`src/sv/text_console_character_writer_assert.svh`:
```
// ============================================================================
// Assertion macros for the text console character writer
// Concurrent checks clocked on clk and disabled while rst_n is low.
// ============================================================================
`ifndef TEXT_CONSOLE_CHARACTER_WRITER_ASSERT_SVH
`define TEXT_CONSOLE_CHARACTER_WRITER_ASSERT_SVH

`ifndef ASSERT_OFF
`define TCW_ASSERT_IMP(label, ante, cons) \
    label: assert property (@(posedge clk) disable iff (!rst_n) (ante) |-> (cons)) \
        else $error("tcw check failed");
`define TCW_ASSERT_NXT(label, ante, cons) \
    label: assert property (@(posedge clk) disable iff (!rst_n) (ante) |=> (cons)) \
        else $error("tcw check failed");
`else
`define TCW_ASSERT_IMP(label, ante, cons)
`define TCW_ASSERT_NXT(label, ante, cons)
`endif

`endif

```
`src/sv/tcw_pkg.sv`:
```
// ============================================================================
// tcw_pkg
// Geometry, codes, types and helpers shared by the console writer modules.
// ============================================================================
`default_nettype none

package tcw_pkg;

    // COLUMNS and ROWS are powers of two: a cell address is {row, column}
    localparam int COLUMNS   = 32;
    localparam int ROWS      = 32;
    localparam int CELLS     = ROWS * COLUMNS;
    localparam int COL_W     = $clog2(COLUMNS);
    localparam int ROW_W     = $clog2(ROWS);
    localparam int ADDR_W    = $clog2(CELLS);
    localparam int CUR_COL_W = 6;
    localparam int IDX_W     = 10;
    localparam int FUNC_W    = 2;
    localparam int CODE_W    = 8;

    localparam int TCW_QUEUE_DEPTH = 4;

    localparam logic [FUNC_W-1:0] FUNC_PUT   = 2'd0;
    localparam logic [FUNC_W-1:0] FUNC_READ  = 2'd1;
    localparam logic [FUNC_W-1:0] FUNC_CLEAR = 2'd2;

    localparam logic [CODE_W-1:0] CODE_BS = 8'd8;
    localparam logic [CODE_W-1:0] CODE_LF = 8'd10;
    localparam logic [CODE_W-1:0] CODE_CR = 8'd13;

    typedef logic [ROW_W-1:0]     row_t;
    typedef logic [COL_W-1:0]     col_t;
    typedef logic [CUR_COL_W-1:0] cur_col_t;
    typedef logic [ADDR_W-1:0]    addr_t;
    typedef logic [CODE_W-1:0]    char_t;

    typedef struct packed {
        logic     clear_all;
        logic     inv0_en;
        row_t     inv0_row;
        logic     inv1_en;
        row_t     inv1_row;
        logic     wr_en;
        logic     rd_en;
        row_t     acc_row;
        col_t     acc_col;
        char_t    wr_data;
        cur_col_t cur_col;
        row_t     cur_row;
    } cmd_t;

    typedef struct packed {
        cur_col_t cursor_column;
        row_t     cursor_line;
        char_t    read_data;
    } res_t;

    function automatic row_t phys_row(row_t r, row_t b);
        logic [ROW_W:0] s;
        s = {1'b0, r} + {1'b0, b};
        if (s >= (ROW_W + 1)'(ROWS))
        begin
            s = s - (ROW_W + 1)'(ROWS);
        end
        return s[ROW_W-1:0];
    endfunction

    function automatic row_t next_row(row_t r);
        row_t n;
        if (r == ROW_W'(ROWS - 1))
        begin
            n = '0;
        end
        else
        begin
            n = r + 1'b1;
        end
        return n;
    endfunction

endpackage

`default_nettype wire

```
`src/sv/tcw_front.sv`:
```
// ============================================================================
// tcw_front
// Decodes each transfer, tracks the cursor and ring base, emits a command.
// ============================================================================
`default_nettype none

module tcw_front
    import tcw_pkg::*;
(
    input  wire logic              clk,
    input  wire logic              rst_n,
    input  wire logic              in_valid,
    output logic                   in_ready,
    input  wire logic [FUNC_W-1:0] func,
    input  wire char_t             code,
    input  wire logic [IDX_W-1:0]  cell_index,
    input  wire logic              queue_full,
    output logic                   push,
    output cmd_t                   cmd
);

    cur_col_t col_reg, col_next;
    row_t     row_reg, row_next;
    row_t     base_reg, base_next;

    assign in_ready = !queue_full;
    assign push     = in_valid && in_ready;

    always_comb
    begin
        cur_col_t c;
        row_t     r;
        row_t     b;
        c   = col_reg;
        r   = row_reg;
        b   = base_reg;
        cmd = '0;
        unique case (func)
            FUNC_PUT:
            begin
                if (c >= CUR_COL_W'(COLUMNS))
                begin
                    c = '0;
                    if (r == ROW_W'(ROWS - 1))
                    begin
                        b = next_row(b);
                    end
                    else
                    begin
                        r = r + 1'b1;
                    end
                    cmd.inv0_en  = 1'b1;
                    cmd.inv0_row = phys_row(r, b);
                end
                cmd.acc_row = phys_row(r, b);
                cmd.acc_col = c[COL_W-1:0];
                unique case (code)
                    CODE_BS:
                    begin
                        if (c != '0)
                        begin
                            c            = c - 1'b1;
                            cmd.acc_col  = c[COL_W-1:0];
                            cmd.wr_en    = 1'b1;
                            cmd.wr_data  = '0;
                        end
                    end
                    CODE_LF:
                    begin
                        if (r == ROW_W'(ROWS - 1))
                        begin
                            b = next_row(b);
                        end
                        else
                        begin
                            r = r + 1'b1;
                        end
                        cmd.inv1_en  = 1'b1;
                        cmd.inv1_row = phys_row(r, b);
                    end
                    CODE_CR:
                    begin
                        c = '0;
                    end
                    default:
                    begin
                        cmd.wr_en   = 1'b1;
                        cmd.wr_data = code;
                        c           = c + 1'b1;
                    end
                endcase
            end
            FUNC_READ:
            begin
                cmd.rd_en   = ({1'b0, cell_index} < (IDX_W + 1)'(CELLS));
                cmd.acc_row = phys_row(cell_index[COL_W +: ROW_W], b);
                cmd.acc_col = cell_index[COL_W-1:0];
            end
            FUNC_CLEAR:
            begin
                cmd.clear_all = 1'b1;
            end
            default:
            begin
                cmd.clear_all = 1'b0;
            end
        endcase
        cmd.cur_col = c;
        cmd.cur_row = r;
        col_next    = push ? c : col_reg;
        row_next    = push ? r : row_reg;
        base_next   = push ? b : base_reg;
    end

    always_ff @(posedge clk or negedge rst_n)
    begin
        if (!rst_n)
        begin
            col_reg  <= '0;
            row_reg  <= '0;
            base_reg <= '0;
        end
        else
        begin
            col_reg  <= col_next;
            row_reg  <= row_next;
            base_reg <= base_next;
        end
    end

endmodule

`default_nettype wire

```
`config.mk`:
```
export PLATFORM = sky130hd
export DESIGN_NAME = tcw_front
export DESIGN_NICKNAME = d
export VERILOG_FILES = /design/src/sv/text_console_character_writer_assert.svh /design/src/sv/tcw_pkg.sv /design/src/sv/tcw_front.sv
export SDC_FILE = /design/constraint.sdc
export NUM_CORES = 1
export LEC_CHECK = 0
export ABC_AREA = 0
export BUFFER_PORTS_ARGS = -buffer_cell sky130_fd_sc_hd__buf_2
export CORE_AREA = 2 2 75 77
export CTS_CLUSTER_SIZE = 40
export DETAILED_ROUTE_END_ITERATION = 16
export DIE_AREA = 0 0 77 79
export PLACE_DENSITY = 0.92
export SLEW_MARGIN = 20
export SYNTH_ARGS = -nofsm -noshare
export SYNTH_HDL_FRONTEND = slang
export SYNTH_SLANG_ARGS = --single-unit
export TNS_END_PERCENT = 1
```
`constraint.sdc`:
```
create_clock -name clk -period 5.2 [get_ports clk]
set_clock_uncertainty 0.2 [all_clocks]
set_input_delay 0.26 -clock clk [delete_from_list [all_inputs] [get_ports clk]]
set_output_delay 0.26 -clock clk [all_outputs]
set_load 0.01 [all_outputs]
```
==> impl_table.tex <==
\begin{tabular}{lr}
\hline
Metric & Value \\
\hline
\multicolumn{2}{l}{\textbf{Run status}} \\
Status & completed \\
\multicolumn{2}{l}{\textbf{Synthesis}} \\
Largest family of logic cells by synthesized area & simple AND/OR/NAND/NOR gates \\
Sequential-to-total area share from yosys stat & 14.4\% \\
Register bit count reported by yosys & 16 \\
Unique masters post-synth & 57 \\
Warnings from Yosys & 0 \\
Adder and majority cell fraction of the synthesized area & 13.7\% \\
Post-synthesis instance area & 0.00279 mm\^{}2 \\
Synth Area in XOR/XNOR & 10.0\% \\
Post-synthesis cell count & approximately 380 \\
Synthesized Nets & 429 \\
Per-instance average area after synthesis & between 7 and 8 um\^{}2 \\
Simple-gate share of the synthesized area & 25.8\% \\
Fraction of the mapped netlist area in compound gates & 23.0\% \\
Synth top area cells & sky130\_fd\_sc\_hd\_\_dfrtp\_1 (14\%), sky130\_fd\_sc\_hd\_\_ha\_1 (11\%), sky130\_fd\_sc\_hd\_\_nand2\_1 (7.0\%) \\
Synth area leader & sky130\_fd\_sc\_hd\_\_dfrtp\_1 \\
Post-synthesis mux area share & 5.97\% \\
Synth top area share & 14.4\% \\
\multicolumn{2}{l}{\textbf{Detailed routing}} \\
Per-cell routed wire length & 15.9 um \\
Number of nets still failing antenna checks after routing & 0 \\
Number of DRC markers in iteration 0 & 278 \\
Length of the first detailed-routing pass in iterations & 5 \\
Post-route DRC & 0 \\
Routed WL & about 8 mm \\
Vias per cell & between 6 and 7 \\
Total via count after detailed routing & slightly above 3000 \\
\multicolumn{2}{l}{\textbf{Cells and area}} \\
Number of inserted filler cells in the final layout & 495 \\
Share of layout cells above drive strength 1 & a little over a fifth \\
Layout overhead on the synthesized area & 14.2\% \\
Flip-flop and latch area & 400 um\^{}2 \\
Number of diodes & 0 \\
Combined area of the multi-input logic cells & 0.00219 mm\^{}2 \\
Post-layout net count & $\sim$490 \\
Max reg flops & 6 \\
Post-layout instance count excluding filler cells & around 510 \\
\multicolumn{2}{l}{\textbf{Critical path}} \\
Delay contributed by the slowest stage of the critical path & a little under 600 ps \\
Worst R2R Setup Slack & about 1600 ps \\
Cells along the critical path & ha\_1 > nand4\_2 > nand2\_1 > nand2\_1 > nand2\_1 > ha\_1 > nand4\_1 > nor2\_1 > mux2\_2 > ha\_1 > inv\_1 > fa\_1 > nand2b\_1 > a221oi\_1 > o21ai\_0 > a21oi\_1 > buf\_2 \\
Worst-path cell with the longest stage delay & sky130\_fd\_sc\_hd\_\_dfrtp\_1 \\
Kind of critical path & reg -> out \\
CP bufs+invs & 2 \\
Maximum fanout along the worst path & 10 \\
Data arrival at the endpoint of the critical path & 4520 ps \\
Crit end category & output port \\
Critical Path Source Type & register \\
Crit path required time & 4740 ps \\
Critical path's top delay family & simple AND/OR/NAND/NOR gates \\
\multicolumn{2}{l}{\textbf{Floorplan}} \\
Number of top-level design ports & 70 \\
Standard cell core area & 0.00534 mm\^{}2 \\
Effective utilization at floorplan & a little over half \\
Floorplan row count & 27 \\
Floorplan die area & 0.00608 mm\^{}2 \\
Die span in x & between 70 and 80 um \\
Vertical die dimension & 79 um \\
\multicolumn{2}{l}{\textbf{Timing}} \\
Unrepaired setup endpoints after global routing & false \\
Max-slew violation total from the final report & 0 \\
Final hold violation count & 0 \\
Smallest setup slack after layout & 218 ps \\
Highest clock rate & 201 MHz \\
Worst max-slew margin expressed relative to the limit & between 50\% and 60\% \\
Actual transition at the worst max-transition pin & 663 ps \\
Final Setup Violations & 0 \\
TNS Setup & 0 ps \\
Ratio of final minimum period to clock period & 95.8\% \\
Final critical delay including setup and external delays & 4980 ps \\
\multicolumn{2}{l}{\textbf{GRT}} \\
Initial antenna violation count & 0 \\
Total global routing overflow & 0 \\
Via count of the first global-routing pass & roughly 2900 \\
Global-route wire length before repair & around 13 mm \\
Maximum number of pins on one net before global-route repair & 22 \\
Total routing resource utilization after global routing & 25.9\% \\
\multicolumn{2}{l}{\textbf{Clock tree}} \\
Buffers inserted during post-CTS setup optimization & 0 \\
Max Buffers Root-to-Sink & 2 \\
CTS tree & yes \\
CTS H-Tree Depth & 1 \\
Cell chosen for the clock root & sky130\_fd\_sc\_hd\_\_clkbuf\_8 \\
Total number of clock tree sinks & 16 \\
Total clock buffers created by CTS & 3 \\
Insertion delay to the later sink of the worst-skew pair & 260 ps \\
Register clock-pin slew on the reported worst setup and hold paths & approximately 80 ps \\
\multicolumn{2}{l}{\textbf{Run}} \\
MaxCap Viol Count & 0 \\
\multicolumn{2}{l}{\textbf{Power}} \\
Power Density & about 300 mW/mm\^{}2 \\
Cell leakage power & 1.65 nW \\
VDD IR-drop max & 187 uV \\
\multicolumn{2}{l}{\textbf{Placement}} \\
Placer's final routability congestion estimate & 0.937 \\
Dpl cells & 500 \\
Detailed-placement wirelength estimate & between 6 and 7 mm \\
Worst setup timing slack at the placement stage & 624 ps \\
Number of input and output port buffers inserted & just under 70 \\
\multicolumn{2}{l}{\textbf{Hold path}} \\
Worst Hold Class & in -> reg \\
\hline
\end{tabular}
cell usage after synthesis (all sizes together):
cell and number:
nand2 53, nor2 38, a21oi 25, ha 24
o21ai 23, xnor2 22, inv 18, dfrtp 16
nor3 15, a21o 11, buf 11, mux2i 11
clkbuf 10, and3 9, xor2 9, nand3 7
nor2b 7, and2 6, mux2 5, nand4 5
a31oi 4, fa 4, nor4 4, o21a 4
a211oi 3, a221o 3, a221oi 3, a22oi 3
a211o 2, a21bo 2, a22o 2, a32o 2
o22a 2, or2 2, or3 2, a21boi 1
a31o 1, a32oi 1, and4 1, nand2b 1
nand3b 1, nor3b 1, o211ai 1, o21bai 1
o22ai 1
power breakdown:
part	switching (mW)	internal, mW	leakage (nW)	total, mW
clock network	0.0517	0.0674	0.0288	0.119
registers	0.0665	0.150	0.199	0.216
logic	0.365	0.267	1.42	0.632
total	0.483	0.484	1.65	0.967
path summary, 6_finish.rpt:
check | start | endpoint | depth (start not counted)
max | row_reg[0] | cmd[35] | 17
min | in_valid | col_reg[2] | 3
max reg2reg | row_reg[0] | base_reg[2] | 12
min reg2reg | col_reg[0] | col_reg[0] | 2
max in group asynchronous | rst_n | base_reg[4] | 2
min in group asynchronous | rst_n | row_reg[1] | 2
per-layer routing:
metal  GRT usage (%)  wire [um]  vias up
li1                -          -     1456
met1            32.9       3300     1409
met2            46.8       3900      176
met3            3.30        667       22
met4            6.25        150        0
met5               0          0        -
cell usage in the layout (no fill, tap or decap), types with 4 or more instances in the layout:
cell                       count
sky130_fd_sc_hd__and3_1        8
sky130_fd_sc_hd__fa_1          4
sky130_fd_sc_hd__o21ai_0      20
sky130_fd_sc_hd__clkbuf_8      4
sky130_fd_sc_hd__ha_1         24
sky130_fd_sc_hd__o21a_1        4
sky130_fd_sc_hd__inv_1        17
sky130_fd_sc_hd__buf_2        69
sky130_fd_sc_hd__a21o_1       11
sky130_fd_sc_hd__nand2_1      52
sky130_fd_sc_hd__and2_1        6
sky130_fd_sc_hd__nor3_1       15
sky130_fd_sc_hd__nand4_1       4
sky130_fd_sc_hd__a21oi_1      24
sky130_fd_sc_hd__nor2b_1       7
sky130_fd_sc_hd__xnor2_1      21
sky130_fd_sc_hd__mux2i_1      11
sky130_fd_sc_hd__mux2_2        5
sky130_fd_sc_hd__xor2_1        9
sky130_fd_sc_hd__nand3_1       7
sky130_fd_sc_hd__nor2_1       38
sky130_fd_sc_hd__dfrtp_1      16
per-stage QoR:
step           total power, mW  utilization [%]  area [um^2]  hold WS (ps)
2_1_floorplan            0.670                -         2790          -236
3_3_place_gp             0.804             58.3         3110          1.61
3_5_place_dp             0.829             58.3         3110          6.78
6_report                 0.967             59.6         3180           206
5_1_grt                   1.04             59.6         3180           232
4_1_cts                  0.953             59.5         3180           210
cells by family (layout without fill, tap and decap cells):
group,Yosys count,in the layout
AO/OA/AOI/OAI,95,95
XOR/XNOR,31,31
adder cells (fa/ha/maj),28,28
buffers and inverters,39,95
flip-flops,16,16
multiplexers,16,16
AND/OR/NAND/NOR,152,152
final cells by class:
cell class / instances / area share [%]
multi-input cells: 322 / 68.9
well taps: 72 / 2.83
flip-flops and latches: 16 / 12.6
inverters: 18 / 2.12
repair buffers: 73 / 11.9
clock buffers: 4 / 1.73
worst reg2reg max path, cell delays in order (launching register included):
cell and delay (ps):
sky130_fd_sc_hd__dfrtp_1 580, sky130_fd_sc_hd__ha_1 410, sky130_fd_sc_hd__nand4_2 310, sky130_fd_sc_hd__nand2_1 280
sky130_fd_sc_hd__nand2_1 90, sky130_fd_sc_hd__nand2_1 230, sky130_fd_sc_hd__ha_1 330, sky130_fd_sc_hd__nand4_1 150
sky130_fd_sc_hd__buf_4 230, sky130_fd_sc_hd__or3_1 370, sky130_fd_sc_hd__a21oi_1 150, sky130_fd_sc_hd__a21o_1 130
sky130_fd_sc_hd__a21bo_1 120
timing repair:
action / 4_1_cts / 5_1_grt
endpoints found under the setup margin: 0 / 1
gates resized for setup: 0 / 1
hold buffers: 1 / 0
hold endpoints to repair: 16 / 0
No activity file was read; power rests on OpenSTA's default activity.
