<file path="src/sv/text_console_character_writer_assert.svh">
// ============================================================================
// Assertion macros for the text console character writer
// Concurrent checks clocked on clk and disabled while rst_n is low.
// ============================================================================
`ifndef TEXT_CONSOLE_CHARACTER_WRITER_ASSERT_SVH
`define TEXT_CONSOLE_CHARACTER_WRITER_ASSERT_SVH

`ifndef ASSERT_OFF
`define TCW_ASSERT_IMP(label, ante, cons) \
    label: assert property (@(posedge clk) disable iff (!rst_n) (ante) |-> (cons)) \
        else $error("tcw check failed");
`define TCW_ASSERT_NXT(label, ante, cons) \
    label: assert property (@(posedge clk) disable iff (!rst_n) (ante) |=> (cons)) \
        else $error("tcw check failed");
`else
`define TCW_ASSERT_IMP(label, ante, cons)
`define TCW_ASSERT_NXT(label, ante, cons)
`endif

`endif

</file>
<file path="src/sv/tcw_pkg.sv">
// ============================================================================
// tcw_pkg
// Geometry, codes, types and helpers shared by the console writer modules.
// ============================================================================
`default_nettype none

package tcw_pkg;

    // COLUMNS and ROWS are powers of two: a cell address is {row, column}
    localparam int COLUMNS   = 32;
    localparam int ROWS      = 32;
    localparam int CELLS     = ROWS * COLUMNS;
    localparam int COL_W     = $clog2(COLUMNS);
    localparam int ROW_W     = $clog2(ROWS);
    localparam int ADDR_W    = $clog2(CELLS);
    localparam int CUR_COL_W = 6;
    localparam int IDX_W     = 10;
    localparam int FUNC_W    = 2;
    localparam int CODE_W    = 8;

    localparam int TCW_QUEUE_DEPTH = 4;

    localparam logic [FUNC_W-1:0] FUNC_PUT   = 2'd0;
    localparam logic [FUNC_W-1:0] FUNC_READ  = 2'd1;
    localparam logic [FUNC_W-1:0] FUNC_CLEAR = 2'd2;

    localparam logic [CODE_W-1:0] CODE_BS = 8'd8;
    localparam logic [CODE_W-1:0] CODE_LF = 8'd10;
    localparam logic [CODE_W-1:0] CODE_CR = 8'd13;

    typedef logic [ROW_W-1:0]     row_t;
    typedef logic [COL_W-1:0]     col_t;
    typedef logic [CUR_COL_W-1:0] cur_col_t;
    typedef logic [ADDR_W-1:0]    addr_t;
    typedef logic [CODE_W-1:0]    char_t;

    typedef struct packed {
        logic     clear_all;
        logic     inv0_en;
        row_t     inv0_row;
        logic     inv1_en;
        row_t     inv1_row;
        logic     wr_en;
        logic     rd_en;
        row_t     acc_row;
        col_t     acc_col;
        char_t    wr_data;
        cur_col_t cur_col;
        row_t     cur_row;
    } cmd_t;

    typedef struct packed {
        cur_col_t cursor_column;
        row_t     cursor_line;
        char_t    read_data;
    } res_t;

    function automatic row_t phys_row(row_t r, row_t b);
        logic [ROW_W:0] s;
        s = {1'b0, r} + {1'b0, b};
        if (s >= (ROW_W + 1)'(ROWS))
        begin
            s = s - (ROW_W + 1)'(ROWS);
        end
        return s[ROW_W-1:0];
    endfunction

    function automatic row_t next_row(row_t r);
        row_t n;
        if (r == ROW_W'(ROWS - 1))
        begin
            n = '0;
        end
        else
        begin
            n = r + 1'b1;
        end
        return n;
    endfunction

endpackage

`default_nettype wire

</file>
<file path="src/sv/tcw_cmd_fifo.sv">
// ============================================================================
// tcw_cmd_fifo
// Short command queue between the decode front and the store back end.
// ============================================================================
`default_nettype none

module tcw_cmd_fifo
    import tcw_pkg::*;
#(
    parameter int DEPTH = TCW_QUEUE_DEPTH
)
(
    input  wire logic clk,
    input  wire logic rst_n,
    input  wire logic push,
    input  wire cmd_t wr_cmd,
    input  wire logic pop,
    output cmd_t      rd_cmd,
    output logic      full,
    output logic      empty
);

    localparam int PTR_W = (DEPTH > 1) ? $clog2(DEPTH) : 1;
    localparam int CNT_W = $clog2(DEPTH + 1);

    cmd_t             entry_reg [DEPTH];
    logic [PTR_W-1:0] wr_ptr_reg, wr_ptr_next;
    logic [PTR_W-1:0] rd_ptr_reg, rd_ptr_next;
    logic [CNT_W-1:0] count_reg, count_next;

    assign full   = (count_reg == CNT_W'(DEPTH));
    assign empty  = (count_reg == '0);
    assign rd_cmd = entry_reg[rd_ptr_reg];

    always_comb
    begin
        wr_ptr_next = wr_ptr_reg;
        rd_ptr_next = rd_ptr_reg;
        count_next  = count_reg;
        if (push)
        begin
            wr_ptr_next = (wr_ptr_reg == PTR_W'(DEPTH - 1)) ? '0 : wr_ptr_reg + 1'b1;
        end
        if (pop)
        begin
            rd_ptr_next = (rd_ptr_reg == PTR_W'(DEPTH - 1)) ? '0 : rd_ptr_reg + 1'b1;
        end
        if (push && !pop)
        begin
            count_next = count_reg + 1'b1;
        end
        else if (pop && !push)
        begin
            count_next = count_reg - 1'b1;
        end
    end

    always_ff @(posedge clk)
    begin
        if (push)
        begin
            entry_reg[wr_ptr_reg] <= wr_cmd;
        end
    end

    always_ff @(posedge clk or negedge rst_n)
    begin
        if (!rst_n)
        begin
            wr_ptr_reg <= '0;
            rd_ptr_reg <= '0;
            count_reg  <= '0;
        end
        else
        begin
            wr_ptr_reg <= wr_ptr_next;
            rd_ptr_reg <= rd_ptr_next;
            count_reg  <= count_next;
        end
    end

endmodule

`default_nettype wire

</file>
<file path="config.mk">
export PLATFORM = sky130hd
export DESIGN_NAME = tcw_cmd_fifo
export DESIGN_NICKNAME = d
export VERILOG_FILES = /design/src/sv/text_console_character_writer_assert.svh /design/src/sv/tcw_pkg.sv /design/src/sv/tcw_cmd_fifo.sv
export SDC_FILE = /design/constraint.sdc
export NUM_CORES = 1
export LEC_CHECK = 0
export ABC_AREA = 1
export BUFFER_PORTS_ARGS = -buffer_cell sky130_fd_sc_hd__buf_2
export CAP_MARGIN = 10
export CORE_MARGIN = 2
export CORE_UTILIZATION = 62
export DETAILED_ROUTE_END_ITERATION = 6
export GPL_TIMING_DRIVEN = 1
export HOLD_SLACK_MARGIN = 0.02
export PLACE_DENSITY = 0.85
export SYNTH_ARGS = -nofsm -noshare
export SYNTH_HDL_FRONTEND = slang
export SYNTH_SLANG_ARGS = --single-unit
</file>
<file path="constraint.sdc">
create_clock -name clk -period 5.2 [get_ports clk]
set_input_delay 1.04 -clock clk [delete_from_list [all_inputs] [get_ports clk]]
set_output_delay 1.04 -clock clk [all_outputs]
set_load 0.05 [all_outputs]
</file>
==> results_dict.tcl, run 1 <==
set metrics [dict create \
    coreArea_um2 11900 \
    drt-pass1-iter-count 5 \
    stdcell_area_um2 8500 \
    cts_max_level 4 \
    intPower_w 0.00314 \
    slew_headroom_pct 28.2 \
    cts_buffers 17 \
    drt_iter0_drc 271 \
    whs_ns 0.444 \
    vias 4436 \
    syn_inst 565 \
    grt.overflow.total 0 \
    cts_tree "yes" \
    arrival_ns 2.64 \
    grtUsageTotal_pct 21.8 \
    num-fill-cells 759 \
    postPlaceCellArea_um2 7880 \
    die_w_um 114 \
    layout-drive-gt1-share_pct 19.8 \
    slowest_stage "inv_4" \
    hp-class "input pin to asynchronous set/reset pin" \
    netSwitchingPower_w 0.00223 \
    critPathRequiredTime_ns 4.16 \
    grt_pass1_wl_um 21000 \
    antenna_found_initial 2 \
    hold_viol 0 \
    wl_um 13400 \
    critPathLaunchType "flop" \
    dp_worst_setup_slack_ns 2.08 \
    ys_seq_area_share_pct 73.3 \
    clk_pin_slew_ns 0.06 \
    clock_latency_ns 0.43 \
    ant_nets 0 \
    max-vdd-ir-drop_mv 0.352 \
    cap_violations 0 \
    status "finished, final reports clean" \
    largest_reg_flops 176 \
    worst_setup_path_end_kind "primary output" \
    comb_power_share_pct 38.9 \
    worstMarginPinSlew_ns 1.08 \
    initial_core_util_pct 62.8 \
    io_buffer_count 93 \
    rows 40 \
    setup_viol 0 \
    dpl.cell_count 780 \
    wire_per_inst_um 16.5 \
    grt_start_max_net_pins 90 \
    critPathKind "flop to primary output" \
    final_max_slew_viol_count 0 \
    p_leak_nw 3.50 \
    drc 0 \
    die_y_um 114 \
    swShare_pct 41.6 \
    postCtsHoldBufs 0 \
    gp_congestion 0.753 \
    io_pins 94 \
    crit_chain "inv_4 -> buf_4 -> nand2_1 -> o211ai_1 -> nand2_1 -> buf_2" \
    fin_ws_ns 1.52 \
    fin_setup_tns_ns 0 \
    cp_top_family "buffers and inverters" \
    seqPwrFrac_pct 36.7 \
    ys_warn_count 0 \
    crit_fanout 89 \
    avgViaCountPerCell 5.45 \
    cts_resized 0 \
    synth_area_um2 7450 \
    synth.distinct_cells 18 \
    rsz0062_at_grt "no" \
    crit_top_cell "nand2_1" \
    grt_pass1_vias 4398 \
    fmax_mhz 272 \
    layout.area.seq_um2 5460 \
    fin_skew_ns 0.00431 \
    ys_ff_latch 183 \
    cts.sinks 183 \
    multiInputGateArea_um2 1370 \
    hpwl_um 7550 \
    clockPowerShare_pct 24.4 \
    finalCritPeriodShare_pct 70.7 \
    p_per_area_nw_per_um2 633 \
    syn2layout_area_growth_pct 14.1 \
    crit_buf_inv 3 \
    cts_root_buf "clkbuf_16" \
    worst_path_largest_cell_delay_ns 0.62 \
    min_period_ns 3.68 \
    nets 707 \
    syn_avg_cell_area_um2 13.2 \
    fin_cells 814 \
    synth_fp_nets 620 \
    cts_max_path_buffers 2 \
    cts_setup_buffers 0 \
    die-area_um2 12900 \
]
-- power by group through the flow --
stage                     Combinational (W)  Sequential [W]  Clock, W
after detailed placement            0.00209         0.00200         0
after floorplan                     0.00173         0.00198         0
after global routing                0.00224         0.00199   0.00138
after global placement              0.00204         0.00199         0
after CTS                           0.00211         0.00198   0.00132
final                               0.00209         0.00198   0.00131
-- layer usage --
| metal | global-route usage [%] | routed length (µm) | up-vias | share of wire [%] |
|---|---|---|---|---|
| met5 | 0 | 0 | - | 0 |
| met4 | 9.51 | 317 | 0 | 2.4 |
| met3 | 5.90 | 777 | 30 | 5.8 |
| met2 | 37.6 | 7110 | 124 | 53 |
| met1 | 25.9 | 5230 | 2142 | 39 |
| li1 | - | - | 2140 | - |
-- cell families after synthesis --
logic type	Yosys count	synth area share (%)
simple gates	153	7.79
compound gates	92	9.14
fa+ha+maj	7	1.28
xor+xnor	1	0.118
buf+inv	129	8.37
flops	183	73.3
-- placed cells by master (no fill, tap or decap), drive strengths merged, types with 4 or more instances in the layout --
master / instances
clkinv: 7
nand2: 148
inv: 101
buf: 96
clkbuf: 18
bufinv: 4
ha: 6
dfrtp: 7
edfxtp: 176
o211ai: 88
o21ai: 4
-- worst paths after layout --
check | depth (start not counted) | slack [ns] | end | start
worst max-delay path | 6 | 1.52 | rd_cmd[31] | rd_ptr_reg[0]$_DFFE_PN0P_
worst min-delay path | 1 | 0.44 | count_reg[0]$_DFFE_PN0P_ | rst_n
worst max register to register | 4 | 3.27 | entry_reg[0][11]$_DFFE_PP_ | wr_ptr_reg[0]$_DFFE_PN0P_
worst min register to register | 2 | 0.52 | count_reg[2]$_DFFE_PN0P_ | count_reg[2]$_DFFE_PN0P_
max in group asynchronous | 1 | 4.58 | rd_ptr_reg[1]$_DFFE_PN0P_ | rst_n
min in group clk | 2 | 0.52 | count_reg[2]$_DFFE_PN0P_ | count_reg[2]$_DFFE_PN0P_
-- through the flow --
step	power, W	utilization, %
5_1_grt	0.00562	71.6
2_1_floorplan	0.00371	-
4_1_cts	0.00541	71.6
6_report	0.00538	71.6
3_5_place_dp	0.00409	66.4
3_3_place_gp	0.00403	66.4
-- synth_stat cells (all sizes together) --
| cell type | n | area share, % |
|---|---|---|
| edfxtp | 176 | 71 |
| nand2 | 148 | 7.5 |
| inv | 101 | 5.1 |
| o211ai | 88 | 8.9 |
| buf | 28 | 3.3 |
| dfrtp | 7 | 2.4 |
| ha | 6 | 1.0 |
| o21ai | 4 | 0.27 |
| nor3 | 2 | 0.13 |
| fa | 1 | 0.27 |
| nand3 | 1 | 0.067 |
| nand4 | 1 | 0.084 |
| nor2 | 1 | 0.050 |
| xnor2 | 1 | 0.12 |
-- area by class of cell --
type / count / area share [%]
timing repair buffer: 96 / 5.74
antenna: 2 / 0.0589
sequential: 183 / 64.3
clock buffer: 18 / 5.05
tap: 147 / 2.16
clock inverter: 14 / 2.15
inverter: 101 / 4.49
multi-input combinational: 253 / 16.1
-- worst register-to-register path: stages (launching register included) --
cell and delay (ns):
dfrtp_1 0.42, inv_1 0.12, ha_1 0.16, nand2_1 0.06
inv_2 0.77
(Power assumes the default switching activity.)
==> run 2: changes to the inputs <==
--- a/config.mk
+++ b/config.mk
@@ -5,15 +5,15 @@
 export SDC_FILE = /design/constraint.sdc
 export NUM_CORES = 1
 export LEC_CHECK = 0
-export ABC_AREA = 1
+export ABC_AREA = 0
 export BUFFER_PORTS_ARGS = -buffer_cell sky130_fd_sc_hd__buf_2
 export CAP_MARGIN = 10
 export CORE_MARGIN = 2
-export CORE_UTILIZATION = 62
+export CORE_UTILIZATION = 57
 export DETAILED_ROUTE_END_ITERATION = 6
 export GPL_TIMING_DRIVEN = 1
 export HOLD_SLACK_MARGIN = 0.02
-export PLACE_DENSITY = 0.85
+export PLACE_DENSITY = 0.79
 export SYNTH_ARGS = -nofsm -noshare
 export SYNTH_HDL_FRONTEND = slang
 export SYNTH_SLANG_ARGS = --single-unit
==> constraint.sdc (replaced) <==
create_clock -name clk -period 3.4 [get_ports clk]
set_input_delay 0.68 -clock clk [delete_from_list [all_inputs] [get_ports clk]]
set_output_delay 0.68 -clock clk [all_outputs]
set_load 0.05 [all_outputs]
==> run 2 against run 1 <==
Die area decreased by 0.30%. Synthesized area decreased by 8.3%. Largest power group is now sequential cells. Wire length decreased by 18%. Clock skew about the same.
==> results_dict.tcl, run 2 <==
set metrics [dict create \
    io_pins 94 \
    io_buffer_count 93 \
    synth_fp_nets 322 \
    ys_ff_latch 183 \
    syn_inst 267 \
    fin_cells 535 \
    comb_power_share_pct 35.7 \
    die_y_um 113 \
    synth_area_um2 6830 \
    crit_chain "buf_4 -> mux4_2 -> buf_2" \
    final_cell_mix "edfxtp_1, buf_2, mux4_2" \
    drt-pass1-iter-count 4 \
    worstMarginPinSlew_ns 0.709 \
    rows 39 \
    clockPowerShare_pct 23.4 \
    p_per_area_nw_per_um2 966 \
    layout-drive-gt1-share_pct 44.8 \
    fmax_mhz 330 \
    grt_start_max_net_pins 40 \
    gp_congestion 0.691 \
    drt_iter0_drc 198 \
    postCtsHoldBufs 0 \
    cts_root_buf "clkbuf_16" \
    slowest_stage "dfrtp_4" \
    ant_nets 0 \
    grt_pass1_vias 3086 \
    cts_buffers 17 \
    status "finished, final reports clean" \
    critPathRequiredTime_ns 2.72 \
    synth_most_common_cell "edfxtp_1" \
    synth-edff-count 176 \
    antenna_found_initial 1 \
    cts_max_path_buffers 2 \
    cp_top_family "flip-flops" \
    cts_resized 0 \
    syn2layout_area_growth_pct 17.7 \
    cts.sinks 183 \
    slew_headroom_pct 52.7 \
    arrival_ns 2.35 \
    wire_per_inst_um 20.7 \
    worst_path_largest_cell_delay_ns 0.89 \
    drc 0 \
    die_w_um 113 \
    fin_skew_ns 0.00441 \
    largest_reg_flops 176 \
    wl_um 11100 \
    ys.flop_type "edfxtp_1" \
    hpwl_um 7070 \
    grtUsageTotal_pct 18.4 \
    synth.distinct_cells 19 \
    avgViaCountPerCell 5.69 \
    finalCritPeriodShare_pct 89.2 \
    netSwitchingPower_w 0.00286 \
    postLayoutCoreUtil_pct 69.5 \
    initial_core_util_pct 59.0 \
    syn_avg_cell_area_um2 25.6 \
    ys_async_sr_fraction_pct 3.83 \
    grt.overflow.total 0 \
    critPathKind "flop to primary output" \
    setup_viol 0 \
    synth_top_area_share_pct 77.4 \
    fin_ws_ns 0.366 \
    intPower_w 0.00490 \
    worst_setup_path_end_kind "primary output" \
    coreArea_um2 11600 \
    hp-class "input pin to asynchronous set/reset pin" \
    yosysTopAreaCell "edfxtp_1" \
    hold_viol 0 \
    synth_common_cells "edfxtp_1, mux4_2, dfrtp_1" \
    postPlaceCellArea_um2 7470 \
    stdcell_area_um2 8030 \
    rsz0062_at_grt "no" \
    ys_seq_area_share_pct 80.0 \
    crit_buf_inv 2 \
    nets 433 \
    max-vdd-ir-drop_mv 0.696 \
    cts_max_level 4 \
    clk_pin_slew_ns 0.06 \
    clock_latency_ns 0.41 \
    synth_area_leaders "edfxtp_1, mux4_2, dfrtp_1, mux4_1, buf_12" \
    p_leak_nw 2.82 \
    final_common_cell "edfxtp_1" \
    dp_worst_setup_slack_ns 0.743 \
    vias 3046 \
    seqPwrFrac_pct 40.9 \
    swShare_pct 36.8 \
    final_max_slew_viol_count 0 \
    die-area_um2 12900 \
    grt_pass1_wl_um 16900 \
    crit_fanout 39 \
    fin_setup_tns_ns 0 \
    dpl.cell_count 502 \
    cap_violations 0 \
    cts_setup_buffers 0 \
    ys_warn_count 0 \
    min_period_ns 3.03 \
    critPathLaunchType "flop" \
    cts_tree "yes" \
    num-fill-cells 706 \
]
==> run 2: changes by cell type after synthesis, sizes merged, moves of 2 or more <==
cell / previous run / this run
buf: 28 / 10
nand2: 148 / 2
mux2: 0 / 3
inv: 101 / 4
mux4: 0 / 44
and2: 0 / 4
o211ai: 88 / 0
nor2: 1 / 3
o21ai: 4 / 2
xor2: 0 / 2
==> run 2: cells by family after synthesis <==
| group | count (synthesis) | share of synthesized area, % |
|---|---|---|
| compound gates | 2 | 0.147 |
| xor+xnor | 3 | 0.385 |
| buf+inv | 14 | 1.92 |
| simple gates | 11 | 0.825 |
| fa+ha+maj | 7 | 1.39 |
| flops | 183 | 80.0 |
| mux | 47 | 15.3 |
==> run 2: final timing paths <==
check	start	endpoint	slack, ns	cells past startpoint
setup / recovery	rd_ptr_reg[0]$_DFFE_PN0P_	rd_cmd[2]	0.37	3
hold / removal	rst_n	wr_ptr_reg[0]$_DFFE_PN0P_	0.09	1
setup reg to reg	wr_ptr_reg[0]$_DFFE_PN0P_	entry_reg[0][42]$_DFFE_PP_	1.49	4
hold reg to reg	count_reg[2]$_DFFE_PN0P_	count_reg[2]$_DFFE_PN0P_	0.52	1
max in group asynchronous	rst_n	rd_ptr_reg[0]$_DFFE_PN0P_	3.13	1
min in group clk	wr_cmd[19]	entry_reg[1][19]$_DFFE_PP_	0.48	1
==> run 2: worst reg2reg max path, cell delays in order (launching register included) <==
cell and delay (ns):
dfrtp_1 0.41, inv_1 0.10, ha_1 0.15, and2_2 0.60, buf_4 0.34
==> run 2: power by group through the flow <==
stage	sequential, W	clock [W]	combinational [W]
2_1_floorplan	0.00302	0	0.00243
3_5_place_dp	0.00323	0	0.00280
5_1_grt	0.00323	0.00193	0.00289
6_report	0.00317	0.00182	0.00277
4_1_cts	0.00319	0.00186	0.00281
3_3_place_gp	0.00321	0	0.00276
==> run 2: cell type report <==
type | count | area, µm² | share of cell area [%]
antenna | 1 | 2.50 | 0.0311
sequential | 183 | 5470 | 68.0
tap | 143 | 179 | 2.23
timing repair buffer | 102 | 571 | 7.10
clock buffer | 28 | 517 | 6.43
multi-input combinational | 70 | 1240 | 15.4
clock inverter | 4 | 45.0 | 0.561
inverter | 4 | 15.0 | 0.187
==> run 2: per-stage QoR <==
stage,total power [W],hold slack [ns]
3_3_place_gp,0.00597,0.470
4_1_cts,0.00785,0.0724
5_1_grt,0.00806,0.0864
6_report,0.00776,0.0899
3_5_place_dp,0.00603,0.510
2_1_floorplan,0.00546,0.384
==> run 2: per-layer routing <==
layer	up-vias	global-route usage, %	wire [µm]
met4	0	6.50	166
met5	-	0	0
met3	14	6.27	665
met1	1581	25.7	4990
met2	88	27.7	5260
li1	1363	-	-
